**src/rtl/cbb_pkg.sv**
```systemverilog
// Package with the transaction payload types and register indexes of the clipped bitmap blit.
`default_nettype none
package cbb_pkg;

   localparam int CSR_W     = 11;
   localparam int CSR_IDX_W = 3;
   localparam int ADDR_W    = 20;
   localparam int BYTE_W    = 8;

   localparam logic [CSR_IDX_W-1:0] CSR_CANVAS_WIDTH  = 3'd0;
   localparam logic [CSR_IDX_W-1:0] CSR_CANVAS_HEIGHT = 3'd1;
   localparam logic [CSR_IDX_W-1:0] CSR_IMAGE_WIDTH   = 3'd2;
   localparam logic [CSR_IDX_W-1:0] CSR_IMAGE_HEIGHT  = 3'd3;
   localparam logic [CSR_IDX_W-1:0] CSR_POS_X         = 3'd4;
   localparam logic [CSR_IDX_W-1:0] CSR_POS_Y         = 3'd5;
   localparam logic [CSR_IDX_W-1:0] CSR_COLOR_OFFSET  = 3'd6;

   typedef struct packed {
      logic [BYTE_W-1:0] src_byte;
      logic              image_start;
   } req_type;

   typedef struct packed {
      logic [ADDR_W-1:0] canvas_address;
      logic [BYTE_W-1:0] color;
   } rsp_type;

endpackage
`default_nettype wire

```
**src/rtl/clipped_bitmap_blit.sv**
```systemverilog
// Clipped 8-bit bottom-up bitmap blit: maps source bytes to canvas addresses.
// An accepted request passes through the first-stage register and then the response register.
// Throughput: one request per cycle while req_stall is low; a request that lands off the canvas or on
// padding produces no response and leaves no trace in the response register.
// The position check sits in the first stage, the address multiply in the second.
// Synchronous reset restores the register defaults and clears the source counters.
`default_nettype none
module clipped_bitmap_blit #(
   parameter int MAX_DIM   = 1024,
   parameter int ROW_ALIGN = 4
) (
   input  wire                                   clock,
   input  wire                                   reset,
   input  wire                                   req_valid,
   output logic                                  req_stall,
   input  wire cbb_pkg::req_type                 req_payload,
   output logic                                  rsp_valid,
   input  wire                                   rsp_stall,
   output cbb_pkg::rsp_type                      rsp_payload,
   input  wire                                   csr_we,
   input  wire [cbb_pkg::CSR_IDX_W-1:0]          csr_index,
   input  wire [cbb_pkg::CSR_W-1:0]              csr_wdata
);

   localparam int DIM_W  = $clog2(MAX_DIM + 1);
   localparam int CNT_W  = $clog2(MAX_DIM + ROW_ALIGN);
   localparam int ROW_W  = $clog2(MAX_DIM);
   localparam int CMP_W  = CNT_W + 2;
   localparam int MAXW_A = (CNT_W > cbb_pkg::CSR_W) ? CNT_W : cbb_pkg::CSR_W;
   localparam int MAXW_B = (MAXW_A > DIM_W) ? MAXW_A : DIM_W;
   localparam int CRD_W  = MAXW_B + 2;
   localparam int PROD_W = (2 * DIM_W + 1 > cbb_pkg::ADDR_W) ? 2 * DIM_W + 1
                                                              : cbb_pkg::ADDR_W;
   localparam int RC_SH  = 16;
   localparam int RECIP  = ((1 << RC_SH) + ROW_ALIGN - 1) / ROW_ALIGN;
   localparam int RV_W   = cbb_pkg::CSR_W + 1;
   localparam int RP_W   = RV_W + RC_SH + 1;

   function automatic logic [DIM_W-1:0] clamp_dim(input logic [cbb_pkg::CSR_W-1:0] v);
      logic [DIM_W-1:0] r;
      if (v == '0) begin
         r = DIM_W'(1);
      end else if (32'(v) > MAX_DIM) begin
         r = DIM_W'(MAX_DIM);
      end else begin
         r = DIM_W'(v);
      end
      return r;
   endfunction

   function automatic logic [CNT_W:0] padded_len(input logic [DIM_W-1:0] w);
      logic [RV_W-1:0] v;
      logic [RP_W-1:0] prod;
      v    = RV_W'(w) + RV_W'(ROW_ALIGN - 1);
      prod = RP_W'(v) * RP_W'(RECIP);
      return (CNT_W + 1)'((prod >> RC_SH) * ROW_ALIGN);
   endfunction

   // Configuration registers, widths already clamped where they apply.
   logic [DIM_W-1:0]          cw_ff, ch_ff, iw_ff, ih_ff;
   logic [CNT_W:0]            row_len_ff;
   logic [cbb_pkg::CSR_W-1:0] pos_x_ff, pos_y_ff;
   logic [cbb_pkg::BYTE_W-1:0] offset_ff;

   always_ff @(posedge clock) begin
      if (reset) begin
         cw_ff      <= clamp_dim(cbb_pkg::CSR_W'(320));
         ch_ff      <= clamp_dim(cbb_pkg::CSR_W'(200));
         iw_ff      <= DIM_W'(1);
         ih_ff      <= DIM_W'(1);
         row_len_ff <= (CNT_W + 1)'(ROW_ALIGN);
         pos_x_ff   <= '0;
         pos_y_ff   <= '0;
         offset_ff  <= '0;
      end else if (csr_we) begin
         unique case (csr_index)
            cbb_pkg::CSR_CANVAS_WIDTH:  cw_ff <= clamp_dim(csr_wdata);
            cbb_pkg::CSR_CANVAS_HEIGHT: ch_ff <= clamp_dim(csr_wdata);
            cbb_pkg::CSR_IMAGE_WIDTH: begin
               iw_ff      <= clamp_dim(csr_wdata);
               row_len_ff <= padded_len(clamp_dim(csr_wdata));
            end
            cbb_pkg::CSR_IMAGE_HEIGHT:  ih_ff <= clamp_dim(csr_wdata);
            cbb_pkg::CSR_POS_X:         pos_x_ff <= csr_wdata;
            cbb_pkg::CSR_POS_Y:         pos_y_ff <= csr_wdata;
            cbb_pkg::CSR_COLOR_OFFSET:  offset_ff <= csr_wdata[cbb_pkg::BYTE_W-1:0];
            default: begin
            end
         endcase
      end
   end

   // Handshake and stage enables.
   logic rsp_valid_ff;
   logic s1_valid_ff;
   logic out_en;
   logic s1_en;
   logic req_fire;

   assign out_en    = !rsp_valid_ff || !rsp_stall;
   assign s1_en     = !s1_valid_ff || out_en;
   assign req_stall = !s1_en;
   assign req_fire  = req_valid && s1_en;

   // Source position counters.
   logic [CNT_W-1:0] col_ff, col_in, col_cur;
   logic [ROW_W-1:0] row_ff, row_in, row_cur;
   logic             pend_ff, pend_in, pend_cur;

   logic [CMP_W-1:0]        col_inc;
   logic [CMP_W-1:0]        row_inc;
   logic                    wrap;
   logic                    last_row;
   logic                    in_image;
   logic [DIM_W-1:0]        rel_row;
   logic [CRD_W-1:0]        x_s, y_s;
   logic                    on_canvas;
   logic                    hit;

   always_comb begin
      col_cur  = req_payload.image_start ? '0 : col_ff;
      row_cur  = req_payload.image_start ? '0 : row_ff;
      pend_cur = req_payload.image_start ? 1'b0 : pend_ff;

      col_inc  = CMP_W'(col_cur) + CMP_W'(1);
      row_inc  = CMP_W'(row_cur) + CMP_W'(1);
      wrap     = col_inc >= CMP_W'(row_len_ff);
      last_row = row_inc >= CMP_W'(ih_ff);

      in_image = (CMP_W'(col_cur) < CMP_W'(iw_ff)) && (CMP_W'(row_cur) < CMP_W'(ih_ff));
      rel_row  = ih_ff - DIM_W'(1) - DIM_W'(row_cur);
      x_s = {{(CRD_W - cbb_pkg::CSR_W){pos_x_ff[cbb_pkg::CSR_W-1]}}, pos_x_ff}
            + CRD_W'(col_cur);
      y_s = {{(CRD_W - cbb_pkg::CSR_W){pos_y_ff[cbb_pkg::CSR_W-1]}}, pos_y_ff}
            + CRD_W'(rel_row);
      on_canvas = !x_s[CRD_W-1] && !y_s[CRD_W-1]
                  && (x_s < CRD_W'(cw_ff)) && (y_s < CRD_W'(ch_ff));
      hit = !pend_cur && in_image && on_canvas;

      col_in  = col_ff;
      row_in  = row_ff;
      pend_in = pend_ff;
      if (req_fire) begin
         col_in  = col_cur;
         row_in  = row_cur;
         pend_in = pend_cur;
         if (!pend_cur) begin
            if (wrap) begin
               col_in = '0;
               if (last_row) begin
                  pend_in = 1'b1;
               end else begin
                  row_in = row_inc[ROW_W-1:0];
               end
            end else begin
               col_in = col_inc[CNT_W-1:0];
            end
         end
      end
   end

   always_ff @(posedge clock) begin
      if (reset) begin
         col_ff  <= '0;
         row_ff  <= '0;
         pend_ff <= 1'b0;
      end else begin
         col_ff  <= col_in;
         row_ff  <= row_in;
         pend_ff <= pend_in;
      end
   end

   // First stage: canvas coordinates of a byte that lands on the canvas.
   logic [DIM_W-1:0]           s1_x_ff, s1_y_ff;
   logic [cbb_pkg::BYTE_W-1:0] s1_byte_ff;

   always_ff @(posedge clock) begin
      if (reset) begin
         s1_valid_ff <= 1'b0;
      end else if (s1_en) begin
         s1_valid_ff <= req_fire && hit;
      end
   end

   always_ff @(posedge clock) begin
      if (req_fire) begin
         s1_x_ff    <= x_s[DIM_W-1:0];
         s1_y_ff    <= y_s[DIM_W-1:0];
         s1_byte_ff <= req_payload.src_byte;
      end
   end

   // Second stage: address multiply and color offset into the response register.
   logic [PROD_W-1:0] addr_full;
   cbb_pkg::rsp_type  rsp_payload_ff, rsp_payload_in;

   always_comb begin
      addr_full = PROD_W'(s1_y_ff) * PROD_W'(cw_ff) + PROD_W'(s1_x_ff);
      rsp_payload_in.canvas_address = addr_full[cbb_pkg::ADDR_W-1:0];
      rsp_payload_in.color          = s1_byte_ff + offset_ff;
   end

   always_ff @(posedge clock) begin
      if (reset) begin
         rsp_valid_ff <= 1'b0;
      end else if (out_en) begin
         rsp_valid_ff <= s1_valid_ff;
      end
   end

   always_ff @(posedge clock) begin
      if (out_en && s1_valid_ff) begin
         rsp_payload_ff <= rsp_payload_in;
      end
   end

   assign rsp_valid   = rsp_valid_ff;
   assign rsp_payload = rsp_payload_ff;

   // Once the whole image has been consumed the column counter rests at zero.
   a_pend_col_zero: assert property (@(posedge clock) disable iff (reset)
      pend_ff |-> (col_ff == '0))
      else $error("column counter nonzero past the end of the image");

   // A transaction waiting in both stages with the response blocked holds off requests.
   a_full_stall: assert property (@(posedge clock) disable iff (reset)
      (s1_valid_ff && rsp_valid_ff && rsp_stall) |-> req_stall)
      else $error("request taken while both stages are blocked");

   // A blocked first stage keeps its transaction.
   a_s1_hold: assert property (@(posedge clock) disable iff (reset)
      (s1_valid_ff && !out_en) |=> s1_valid_ff)
      else $error("first stage dropped a blocked transaction");

endmodule
`default_nettype wire

```
**config.mk**
```make
export PLATFORM = sky130hd
export DESIGN_NAME = clipped_bitmap_blit
export DESIGN_NICKNAME = d
export VERILOG_FILES = /design/src/rtl/cbb_pkg.sv /design/src/rtl/clipped_bitmap_blit.sv
export SDC_FILE = /design/constraint.sdc
export NUM_CORES = 1
export LEC_CHECK = 0
export CORE_ASPECT_RATIO = 2
export CORE_MARGIN = 2
export CORE_UTILIZATION = 30
export CTS_CLUSTER_SIZE = 20
export DETAILED_ROUTE_END_ITERATION = 7
export DONT_BUFFER_PORTS = 1
export PLACE_DENSITY_LB_ADDON = 0.2
export SETUP_SLACK_MARGIN = 0.5
export SYNTH_ARGS = -nofsm -noshare
export SYNTH_HDL_FRONTEND = slang
export SYNTH_SLANG_ARGS = --single-unit
```
**constraint.sdc**
```tcl
create_clock -name clock -period 11.1 [get_ports clock]
set_clock_uncertainty 0.1 [all_clocks]
set_input_delay 2.22 -clock clock [delete_from_list [all_inputs] [get_ports clock]]
set_output_delay 2.22 -clock clock [all_outputs]
set_load 0.03 [all_outputs]
```
Yosys cells after proc, flatten, opt, wreduce, memory -nomap -nowiden
Cells that the tools add are included.
{"block": "classes", "addsub": 9, "multipliers": 1, "div": 0, "order_cmp": 7, "n_eq_ne": 6, "n_shift": 0, "muxes": 16, "bitwise": 0, "n_reduce_logical": 27}
{"operator": "$mux 11", "n": 8}
{"operator": "$mux 10", "n": 4}
{"operator": "$add 11x12->13", "n": 2}
{"operator": "$lt 13x11->1", "n": 2}
{"operator": "$add 20x11->20", "n": 1}
{"operator": "$mul 11x11->20", "n": 1}
{"operator": "$reduce_and 2->1", "n": 7}
{"operator": "$add 11x1->12 const B", "n": 1}
{"operator": "$add 11x2->12 const B", "n": 1}
{"operator": "$ge 12x12->1", "n": 1}
{"operator": "$add 10x1->11 const B", "n": 1}
{"operator": "$ge 11x11->1", "n": 1}
{"operator": "$gt 11x11->1 const B", "n": 1}
{"operator": "$logic_not 11->1", "n": 1}
{"operator": "$lt 10x11->1", "n": 1}
{"operator": "$lt 11x11->1", "n": 1}
{"operator": "$sub 11x1->11 const B", "n": 1}
{"operator": "$sub 11x10->11", "n": 1}
{"operator": "$eq 3x3->1 const B", "n": 3}
{"operator": "$logic_and 1x1->1", "n": 9}
{"operator": "$add 8x8->8", "n": 1}
{"operator": "$logic_not 1->1", "n": 7}
{"operator": "$eq 3x2->1 const B", "n": 2}
{"operator": "$mux 1", "n": 4}
{"operator": "3 further kinds", "n": 4}
{"block": "totals", "regBits": 166, "latch_bits": 0, "mem_bits_rw": 0, "mem_bits_ro": 0, "in_bits": 28, "n_memories": 0}

Depth between registers and ports, before layout
Gate-level depths: netlist (run 1).
{"block": "depth", "ltp_word": 9, "ltp_mapped": 24, "mapped_depth_nobuf": 24}

Worst setup path before layout (run 1)
No wires, ideal clock.
{"block": "synth_timing", "kind": "input port to flip-flop", "start": "input req_payload[0] (netlist name)", "end": "register s1_valid_ff", "setup_time_ns": 0.084, "t_arrival_ns": 6.414, "t_required_ns": 10.916, "path_slack_ns": 4.501, "stages": 22, "path_buffers": 0, "path_cell_list": "clkinv_1 > nand2_1 > inv_1 > ha_1 > a21o_1 > a21oi_1 > o21ai_0 > a21oi_1 > o21ai_0 > xor2_1 > ha_1 > nor2_1 > or4b_4 > a221o_1 > xor2_1 > ha_1 > a22o_1 > a221oi_1 > nand4_1 > a31oi_1 > nand4_1 > o31ai_2"}
{"element": "start: declaration", "line": "clipped_bitmap_blit.sv:16", "source": "input wire cbb_pkg::req_type req_payload,"}
{"element": "$mux 10", "line": "clipped_bitmap_blit.sv:122", "source": "row_cur = req_payload.image_start ? '0 : row_ff;"}
{"element": "$sub 11x10->11", "line": "clipped_bitmap_blit.sv:131", "source": "rel_row = ih_ff - DIM_W'(1) - DIM_W'(row_cur);"}
{"element": "$add 11x12->13", "line": "clipped_bitmap_blit.sv:135", "source": "+ CRD_W'(rel_row);"}
{"element": "net y_s[10]", "line": "clipped_bitmap_blit.sv:116", "source": "logic [CRD_W-1:0] x_s, y_s;"}
{"element": "$lt 13x11->1", "line": "clipped_bitmap_blit.sv:137", "source": "&& (x_s < CRD_W'(cw_ff)) && (y_s < CRD_W'(ch_ff));"}
{"element": "$logic_and 1x1->1", "line": "clipped_bitmap_blit.sv:137"}
{"element": "$logic_and 1x1->1", "line": "clipped_bitmap_blit.sv:138", "source": "hit = !pend_cur && in_image && on_canvas;"}
{"element": "$logic_and 1x1->1", "line": "clipped_bitmap_blit.sv:182", "source": "s1_valid_ff <= req_fire && hit;"}
{"element": "end signal: assignment", "line": "clipped_bitmap_blit.sv:182"}
{"element": "end: declaration", "line": "clipped_bitmap_blit.sv:95", "source": "logic s1_valid_ff;"}
The timed path passes the listed nets, and every way through them passes these cells.
A chain may end at the register's enable or synchronous reset.

Worst setup path in the final report (run 1)
Ends and elaborated chain as after synthesis.

==> flow_metrics.env, run 1 <==
export IMPL_outcome="completed"
export IMPL_instances_no_fill=2079
export IMPL_synth_xor_xnor_area_share_pct=4.416
export IMPL_final_area_sq_um=14630
export IMPL_r2r_start="s1_y_ff[4]"
export IMPL_clockBufferDepth=2
export IMPL_antenna_found_initial=0
export IMPL_antenna_left=0
export IMPL_hold_viol=0
export IMPL_multi_input_area_sq_um=8591
export IMPL_critPathMaxFanout=21
export IMPL_power_leakage_uw=0.006346
export IMPL_synth_compound_area_share_pct=13.77
export IMPL_dp_hpwl_mm=32.65
export IMPL_synthAdderAreaFrac_pct=28.43
export IMPL_synthSimpleGateAreaFrac_pct=16.64
export IMPL_cts_htree_levels=4
export IMPL_die_x_um=153.9
export IMPL_syn_num_nets=1822
export IMPL_cp_data_required_time_ns=11.38
export IMPL_ff_latch_area_sq_um=3904
export IMPL_worstPathArrival_ns=7.19
export IMPL_tightest_slew_ns=1.073
export IMPL_crit_start="req_payload[0]"
export IMPL_yosysWarnings=0
export IMPL_io_buffers=0
export IMPL_place_gp_congestion=0.9113
export IMPL_synth_edff_count=58
export IMPL_ys_ff_latch=166
export IMPL_antenna_cells=0
export IMPL_synth_cells=1544
export IMPL_cts_made_buffers=17
export IMPL_num_vias=10366
export IMPL_first_iter_violations=353
export IMPL_slew_viol_final=0
export IMPL_relSlewSlack_pct=28.33
export IMPL_cts_tree="done"
export IMPL_syn_avg_cell_area_sq_um=8.734
export IMPL_boundaryPins=58
export IMPL_post_cts_buffers=0
export IMPL_hp_class="reg2reg"
export IMPL_grt_usage_pct=17.52
export IMPL_core_sq_um=44320
export IMPL_grt_pass1_vias=11058
export IMPL_dpl_cell_area_sq_um=14040
export IMPL_syn_cell_area_sq_um=13490
export IMPL_period_share_pct=62.27
export IMPL_synth_flop_cell="dfxtp_1"
export IMPL_wl_mm=40.10
export IMPL_dp_cells=2047
export IMPL_power_uw=1638
export IMPL_placementRows=109
export IMPL_crit_path_end_kind="flip-flop"
export IMPL_holdCritStartpoint="row_len_ff[11]"
export IMPL_dieArea_sq_um=46770
export IMPL_drtPass1Iterations=4
export IMPL_initial_core_util_pct=30.42
export IMPL_clock_latency_ns=0.46
export IMPL_synth_cell_types=63
export IMPL_rsz0062_at_grt="false"
export IMPL_vias_per_cell=4.986
export IMPL_min_period_ns=6.912
export IMPL_cts_resized_gates=0
export IMPL_synth_top_family_by_area="adder cells"
export IMPL_startpoint_type="input port"
export IMPL_seq_area_frac_synth_pct=28.95
export IMPL_vdd_drop_max_mv=0.09473
export IMPL_cts_sinks=166
export IMPL_nFillCells=4577
export IMPL_max_freq_mhz=144.7
export IMPL_tns_ns=0
export IMPL_drive_above_1_share_pct=3.609
export IMPL_drc=0
export IMPL_clock_root_buffer="clkbuf_16"
export IMPL_fp_dieH_um=303.8
export IMPL_timing_hold_ws_ns=0.3541
export IMPL_grt_first_pass_wirelength_mm=61.60
export IMPL_area_delta_synth_final_pct=8.499
export IMPL_wl_per_cell_um=19.29
export IMPL_synth_mux_area_share_pct=0.3711
export IMPL_grt_overflow_total=0
export IMPL_cap_violations=0
export IMPL_grt_max_degree=107
export IMPL_finalSetupViolations=0
export IMPL_hold_buffers=0
export IMPL_crit_type="in2reg"
export IMPL_p_per_area_nw_per_um2=112.0
export IMPL_clk_pin_slew_worst_paths_ns=0.07
export IMPL_synthArstFlopShare_pct=0
export IMPL_nets=1789
path summary, 6_finish.rpt:
| path | endpoint | slack, ns | cells after the start |
|---|---|---|---|
| max | s1_valid_ff | 4.19 | 22 |
| min | row_len_ff[11] | 0.35 | 2 |
| max reg2reg | rsp_payload[27] | 5.16 | 15 |
| min reg2reg | row_len_ff[11] | 0.35 | 2 |
metal layers:
layer	track usage, %	wire [um]	up-vias
li1	-	-	5050
met1	14.96	13180	5037
met2	35.69	22940	178
met3	2.179	781	101
met4	13.04	3207	0
met5	0	0	-
report_power, final:
| group | internal [uW] | total (uW) | leakage (uW) | switching (uW) |
|---|---|---|---|---|
| registers | 667 | 716 | 0.00143 | 49.2 |
| clock network | 337 | 624 | 0.000290 | 287 |
| logic | 124 | 298 | 0.00462 | 174 |
| total | 1130 | 1640 | 0.00635 | 511 |
Yosys cell counts (all sizes together), types with 14 or more instances:
master | instances | share of area, %
and2 | 31 | 1.4
nor2b | 29 | 1.4
nand2 | 255 | 7.1
xnor2 | 54 | 3.5
a21oi | 126 | 4.7
clkbuf | 58 | 1.6
a21o | 20 | 1.1
o21ai | 33 | 1.2
ha | 156 | 14
xor2 | 14 | 0.91
nand3 | 30 | 1.1
nor2 | 90 | 2.5
fa | 94 | 14
inv | 203 | 5.7
dfxtp | 108 | 16
edfxtp | 58 | 13
worst max-delay path, cell delays in order:
cell      delay, ns
clkinv_1       0.23
nand2_1        0.19
inv_1          0.10
ha_1           0.29
a21o_1         0.16
a21oi_1        0.24
o21ai_0        0.13
a21oi_1        0.24
o21ai_0        0.24
xor2_1         0.20
ha_1           0.23
nor2_1         0.18
or4b_4         0.50
a221o_1        0.39
xor2_1         0.23
ha_1           0.28
a22o_1         0.20
a221oi_1       0.21
nand4_1        0.14
a31oi_1        0.20
nand4_1        0.14
o31ai_2        0.26
sequential cells by signal, indices dropped and copies added (netlist names):
name / flops
ch_ff: 11
col_ff: 11
cw_ff: 11
ih_ff: 11
iw_ff: 11
offset_ff: 8
pend_ff: 1
pos_x_ff: 11
pos_y_ff: 11
row_ff: 10
row_len_ff: 10
rsp_payload: 28
rsp_valid: 1
s1_byte_ff: 8
s1_valid_ff: 1
s1_x_ff: 11
s1_y_ff: 11
cell usage in the layout (no fill, tap or decap), types with 17 or more instances in the layout:
master / synthesis / routed
ha_1: 156 / 156
a21o_1: 20 / 20
a21oi_1: 125 / 125
nor2_1: 90 / 90
fa_1: 94 / 94
xnor2_1: 54 / 54
o21ai_0: 32 / 32
nor2b_1: 28 / 28
clkbuf_16: 0 / 17
and2_1: 31 / 31
nand3_1: 30 / 30
inv_1: 203 / 203
edfxtp_1: 58 / 58
dfxtp_1: 108 / 108
nand2_1: 255 / 255
per-stage QoR:
stage | util [%] | setup WS [ns]
after detailed placement | 31.67 | 3.744
after global routing | 33.01 | 3.856
after CTS | 33.01 | 4.204
final | 33.01 | 4.188
after global placement | 31.67 | 3.891
after floorplan | - | 4.501
layout make-up:
cell class | instances | area share [%]
clock inverter | 15 | 1.154
inverter | 204 | 5.233
multi-input combinational | 1111 | 58.71
tap | 555 | 4.746
sequential | 166 | 26.68
timing repair buffer | 11 | 0.5644
clock buffer | 17 | 2.907
cells by family (layout without fill, tap and decap cells):
kind of cell    count (synthesis)  in the layout
flops                         166            166
buf+inv                       267            247
mux                             5              5
compound gates                287            287
fa+ha+maj                     250            250
xor+xnor                       68             68
simple gates                  501            501
(Power assumes the default switching activity.)
==> run 2, diff against run 1 <==
ABC_AREA = 1   (was default)
clock period = 6.6 ns   (was 11.1 ns; I/O delays follow)
==> flow_metrics.env, run 2 <==
export IMPL_io_buffers=0
export IMPL_placementRows=110
export IMPL_hp_class="reg2reg"
export IMPL_antenna_cells=0
export IMPL_synth_compound_area_share_pct=12.73
export IMPL_syn_avg_cell_area_sq_um=8.041
export IMPL_area_delta_synth_final_pct=8.666
export IMPL_final_cell_mix="337 x inv_1, 317 x nand2_1, 161 x a21oi_1"
export IMPL_cts_resized_gates=0
export IMPL_clk_pin_slew_worst_paths_ns=0.07
export IMPL_place_gp_congestion=0.8374
export IMPL_clockBufferDepth=2
export IMPL_synth_top_cell_area_share_pct=15.86
export IMPL_finalSetupViolations=0
export IMPL_max_freq_mhz=188.2
export IMPL_drtPass1Iterations=7
export IMPL_crit_type="reg2reg"
export IMPL_synth_cells=1695
export IMPL_startpoint_type="flip-flop"
export IMPL_antenna_left=0
export IMPL_met1_usage_pct=14.63
export IMPL_synth_xor_xnor_area_share_pct=4.416
export IMPL_clock_latency_ns=0.46
export IMPL_cts_tree="done"
export IMPL_tightest_slew_ns=1.149
export IMPL_drive_above_1_share_pct=4.216
export IMPL_crit_chain="nand2_1, fa_1, inv_1, ha_1, fa_1, inv_1, fa_1, fa_1, inv_1, ha_1, a21oi_1, o21ai_0, nand2_1, nand2_1, a21oi_1, o21ai_2, nand2_1, nand2_1, nand3_1, nand2_1, xor2_1"
export IMPL_slew_viol_final=0
export IMPL_vias_per_cell=4.783
export IMPL_dieArea_sq_um=47250
export IMPL_worstPathArrival_ns=5.43
export IMPL_wl_per_cell_um=17.20
export IMPL_die_x_um=154.7
export IMPL_post_cts_buffers=0
export IMPL_relSlewSlack_pct=23.09
export IMPL_wl_mm=38.60
export IMPL_num_vias=10733
export IMPL_synthArstFlopShare_pct=0
export IMPL_power_leakage_uw=0.007175
export IMPL_crit_path_end_kind="flip-flop"
export IMPL_use_met3_pct=2.864
export IMPL_synthTopCellsByArea="dfxtp_1 16%, ha_1 14%, fa_1 14%, edfxtp_1 13%, inv_1 9.3%"
export IMPL_largest_reg_flops=28
export IMPL_rsz0062_at_grt="false"
export IMPL_cts_sinks=166
export IMPL_layout_commonest_cell="inv_1"
export IMPL_first_iter_violations=347
export IMPL_cap_violations=0
export IMPL_grt_overflow_total=0
export IMPL_core_sq_um=44870
export IMPL_synth_mux_area_share_pct=0
export IMPL_yosys_cell_count_top_type="inv_1"
export IMPL_worst_path_buf_inv=3
export IMPL_yosysTopAreaCell="dfxtp_1"
export IMPL_cp_data_required_time_ns=6.72
export IMPL_fp_dieH_um=305.4
export IMPL_cts_made_buffers=17
export IMPL_cpMostUsedCell="nand2_1"
export IMPL_grt_max_degree=71
export IMPL_boundaryPins=58
export IMPL_synth_top_family_by_area="adder cells"
export IMPL_ys_ff_latch=166
export IMPL_drc=0
export IMPL_yosysWarnings=0
export IMPL_syn_cell_area_sq_um=13630
export IMPL_clock_root_buffer="clkbuf_16"
export IMPL_synthSimpleGateAreaFrac_pct=15.11
export IMPL_grt_pass1_vias=11274
export IMPL_synth_flop_cell="dfxtp_1"
export IMPL_seq_area_frac_synth_pct=28.64
export IMPL_cts_htree_levels=4
export IMPL_syn_num_nets=1973
export IMPL_synth_common_cells="337 x inv_1, 317 x nand2_1, 162 x a21oi_1"
export IMPL_cp_slowest_cell="dfxtp_1"
export IMPL_grt_first_pass_wirelength_mm=60.28
export IMPL_final_util_pct=33.01
export IMPL_p_per_area_nw_per_um2=259.6
export IMPL_grt_busiest_layer="met2"
export IMPL_synthAdderAreaFrac_pct=28.13
export IMPL_period_share_pct=80.51
export IMPL_nets=1949
export IMPL_initial_core_util_pct=30.38
export IMPL_outcome="completed"
export IMPL_vdd_drop_max_mv=0.1079
export IMPL_hold_viol=0
export IMPL_critical_path_top_delay_family="adder cells"
export IMPL_synth_cell_types=41
export IMPL_slowest_delay_ns=0.70
export IMPL_antenna_found_initial=0
export IMPL_dp_hpwl_mm=31.66
export IMPL_grt_util_met2_pct=35.40
export IMPL_grt_usage_pct=16.89
export IMPL_critPathMaxFanout=13
export IMPL_tns_ns=0
export IMPL_hold_buffers=0
export IMPL_synth_edff_count=58
export IMPL_min_period_ns=5.314
## run 2: changes by cell type after synthesis, sizes merged, moves of 12 or more
cell	change
a21oi	+36
and2	-31
clkbuf	-12
inv	+138
nand2	+65
nand2b	-12
nand3	+13
nor2b	-29
o21ai	+72
xnor2	-33
xor2	+32
## run 2: power breakdown
part	switching [uW]	leakage [uW]	internal (uW)	total [uW]
logic	889	0.00544	573	1460
registers	124	0.00143	1190	1310
clock network	483	0.000301	591	1070
total	1500	0.00717	2350	3840
## run 2: tightest hold or removal path: stages, from the launching register on
cell	delay, ns
dfxtp_1	0.31
nand2_1	0.06
a21oi_1	0.05
## run 2: metal layers
metal	vias to the layer above	part of all wire [%]	routed length, um
met2	172	59	22770
met3	79	3.1	1178
li1	5345	-	-
met1	5137	33	12700
met4	0	5.0	1948
met5	-	0	0
## run 2: cell type report
| class | count | area, sq um |
|---|---|---|
| Fill cell | 4690 | 30060 |
| Multi-Input combinational cell | 1136 | 8247 |
| Sequential cell | 166 | 3904 |
| Inverter | 341 | 1280 |
| Tap cell | 560 | 700.7 |
| Clock buffer | 18 | 450.4 |
| Clock inverter | 14 | 161.4 |
| Timing Repair Buffer | 9 | 67.56 |
## run 2: final timing paths
kind                               start               to  slack, ns  depth (start not counted)
worst max register to register  cw_ff[4]  rsp_payload[25]       1.29                         21
worst max-delay path            cw_ff[4]  rsp_payload[25]       1.29                         21
worst min register to register  iw_ff[9]         iw_ff[9]       0.36                          2
worst min-delay path            iw_ff[9]         iw_ff[9]       0.36                          2
## run 2: per-stage QoR
step / std cells / area [sq um] / worst slack [ns] / total power (uW) / hold WS, ns
5_1_grt: 2244 / 14810 / 0.9092 / 4160 / 0.3744
6_report: 2244 / 14810 / 1.286 / 3845 / 0.3609
2_1_floorplan: 1695 / 13630 / 1.755 / 2441 / 0.3303
3_3_place_gp: 2212 / 14200 / 1.207 / 2809 / 0.3495
4_1_cts: 2244 / 14810 / 1.212 / 3930 / 0.3631
3_5_place_dp: 2212 / 14200 / 1.192 / 2827 / 0.3516
## run 2: kinds of logic after synthesis
family | after synthesis
AOI/OAI and AO/OA | 319
adders and majority gates | 250
buffers and inverters | 393
and+or+nand+nor | 500
DFF | 166
xor gates and xnor gates | 67
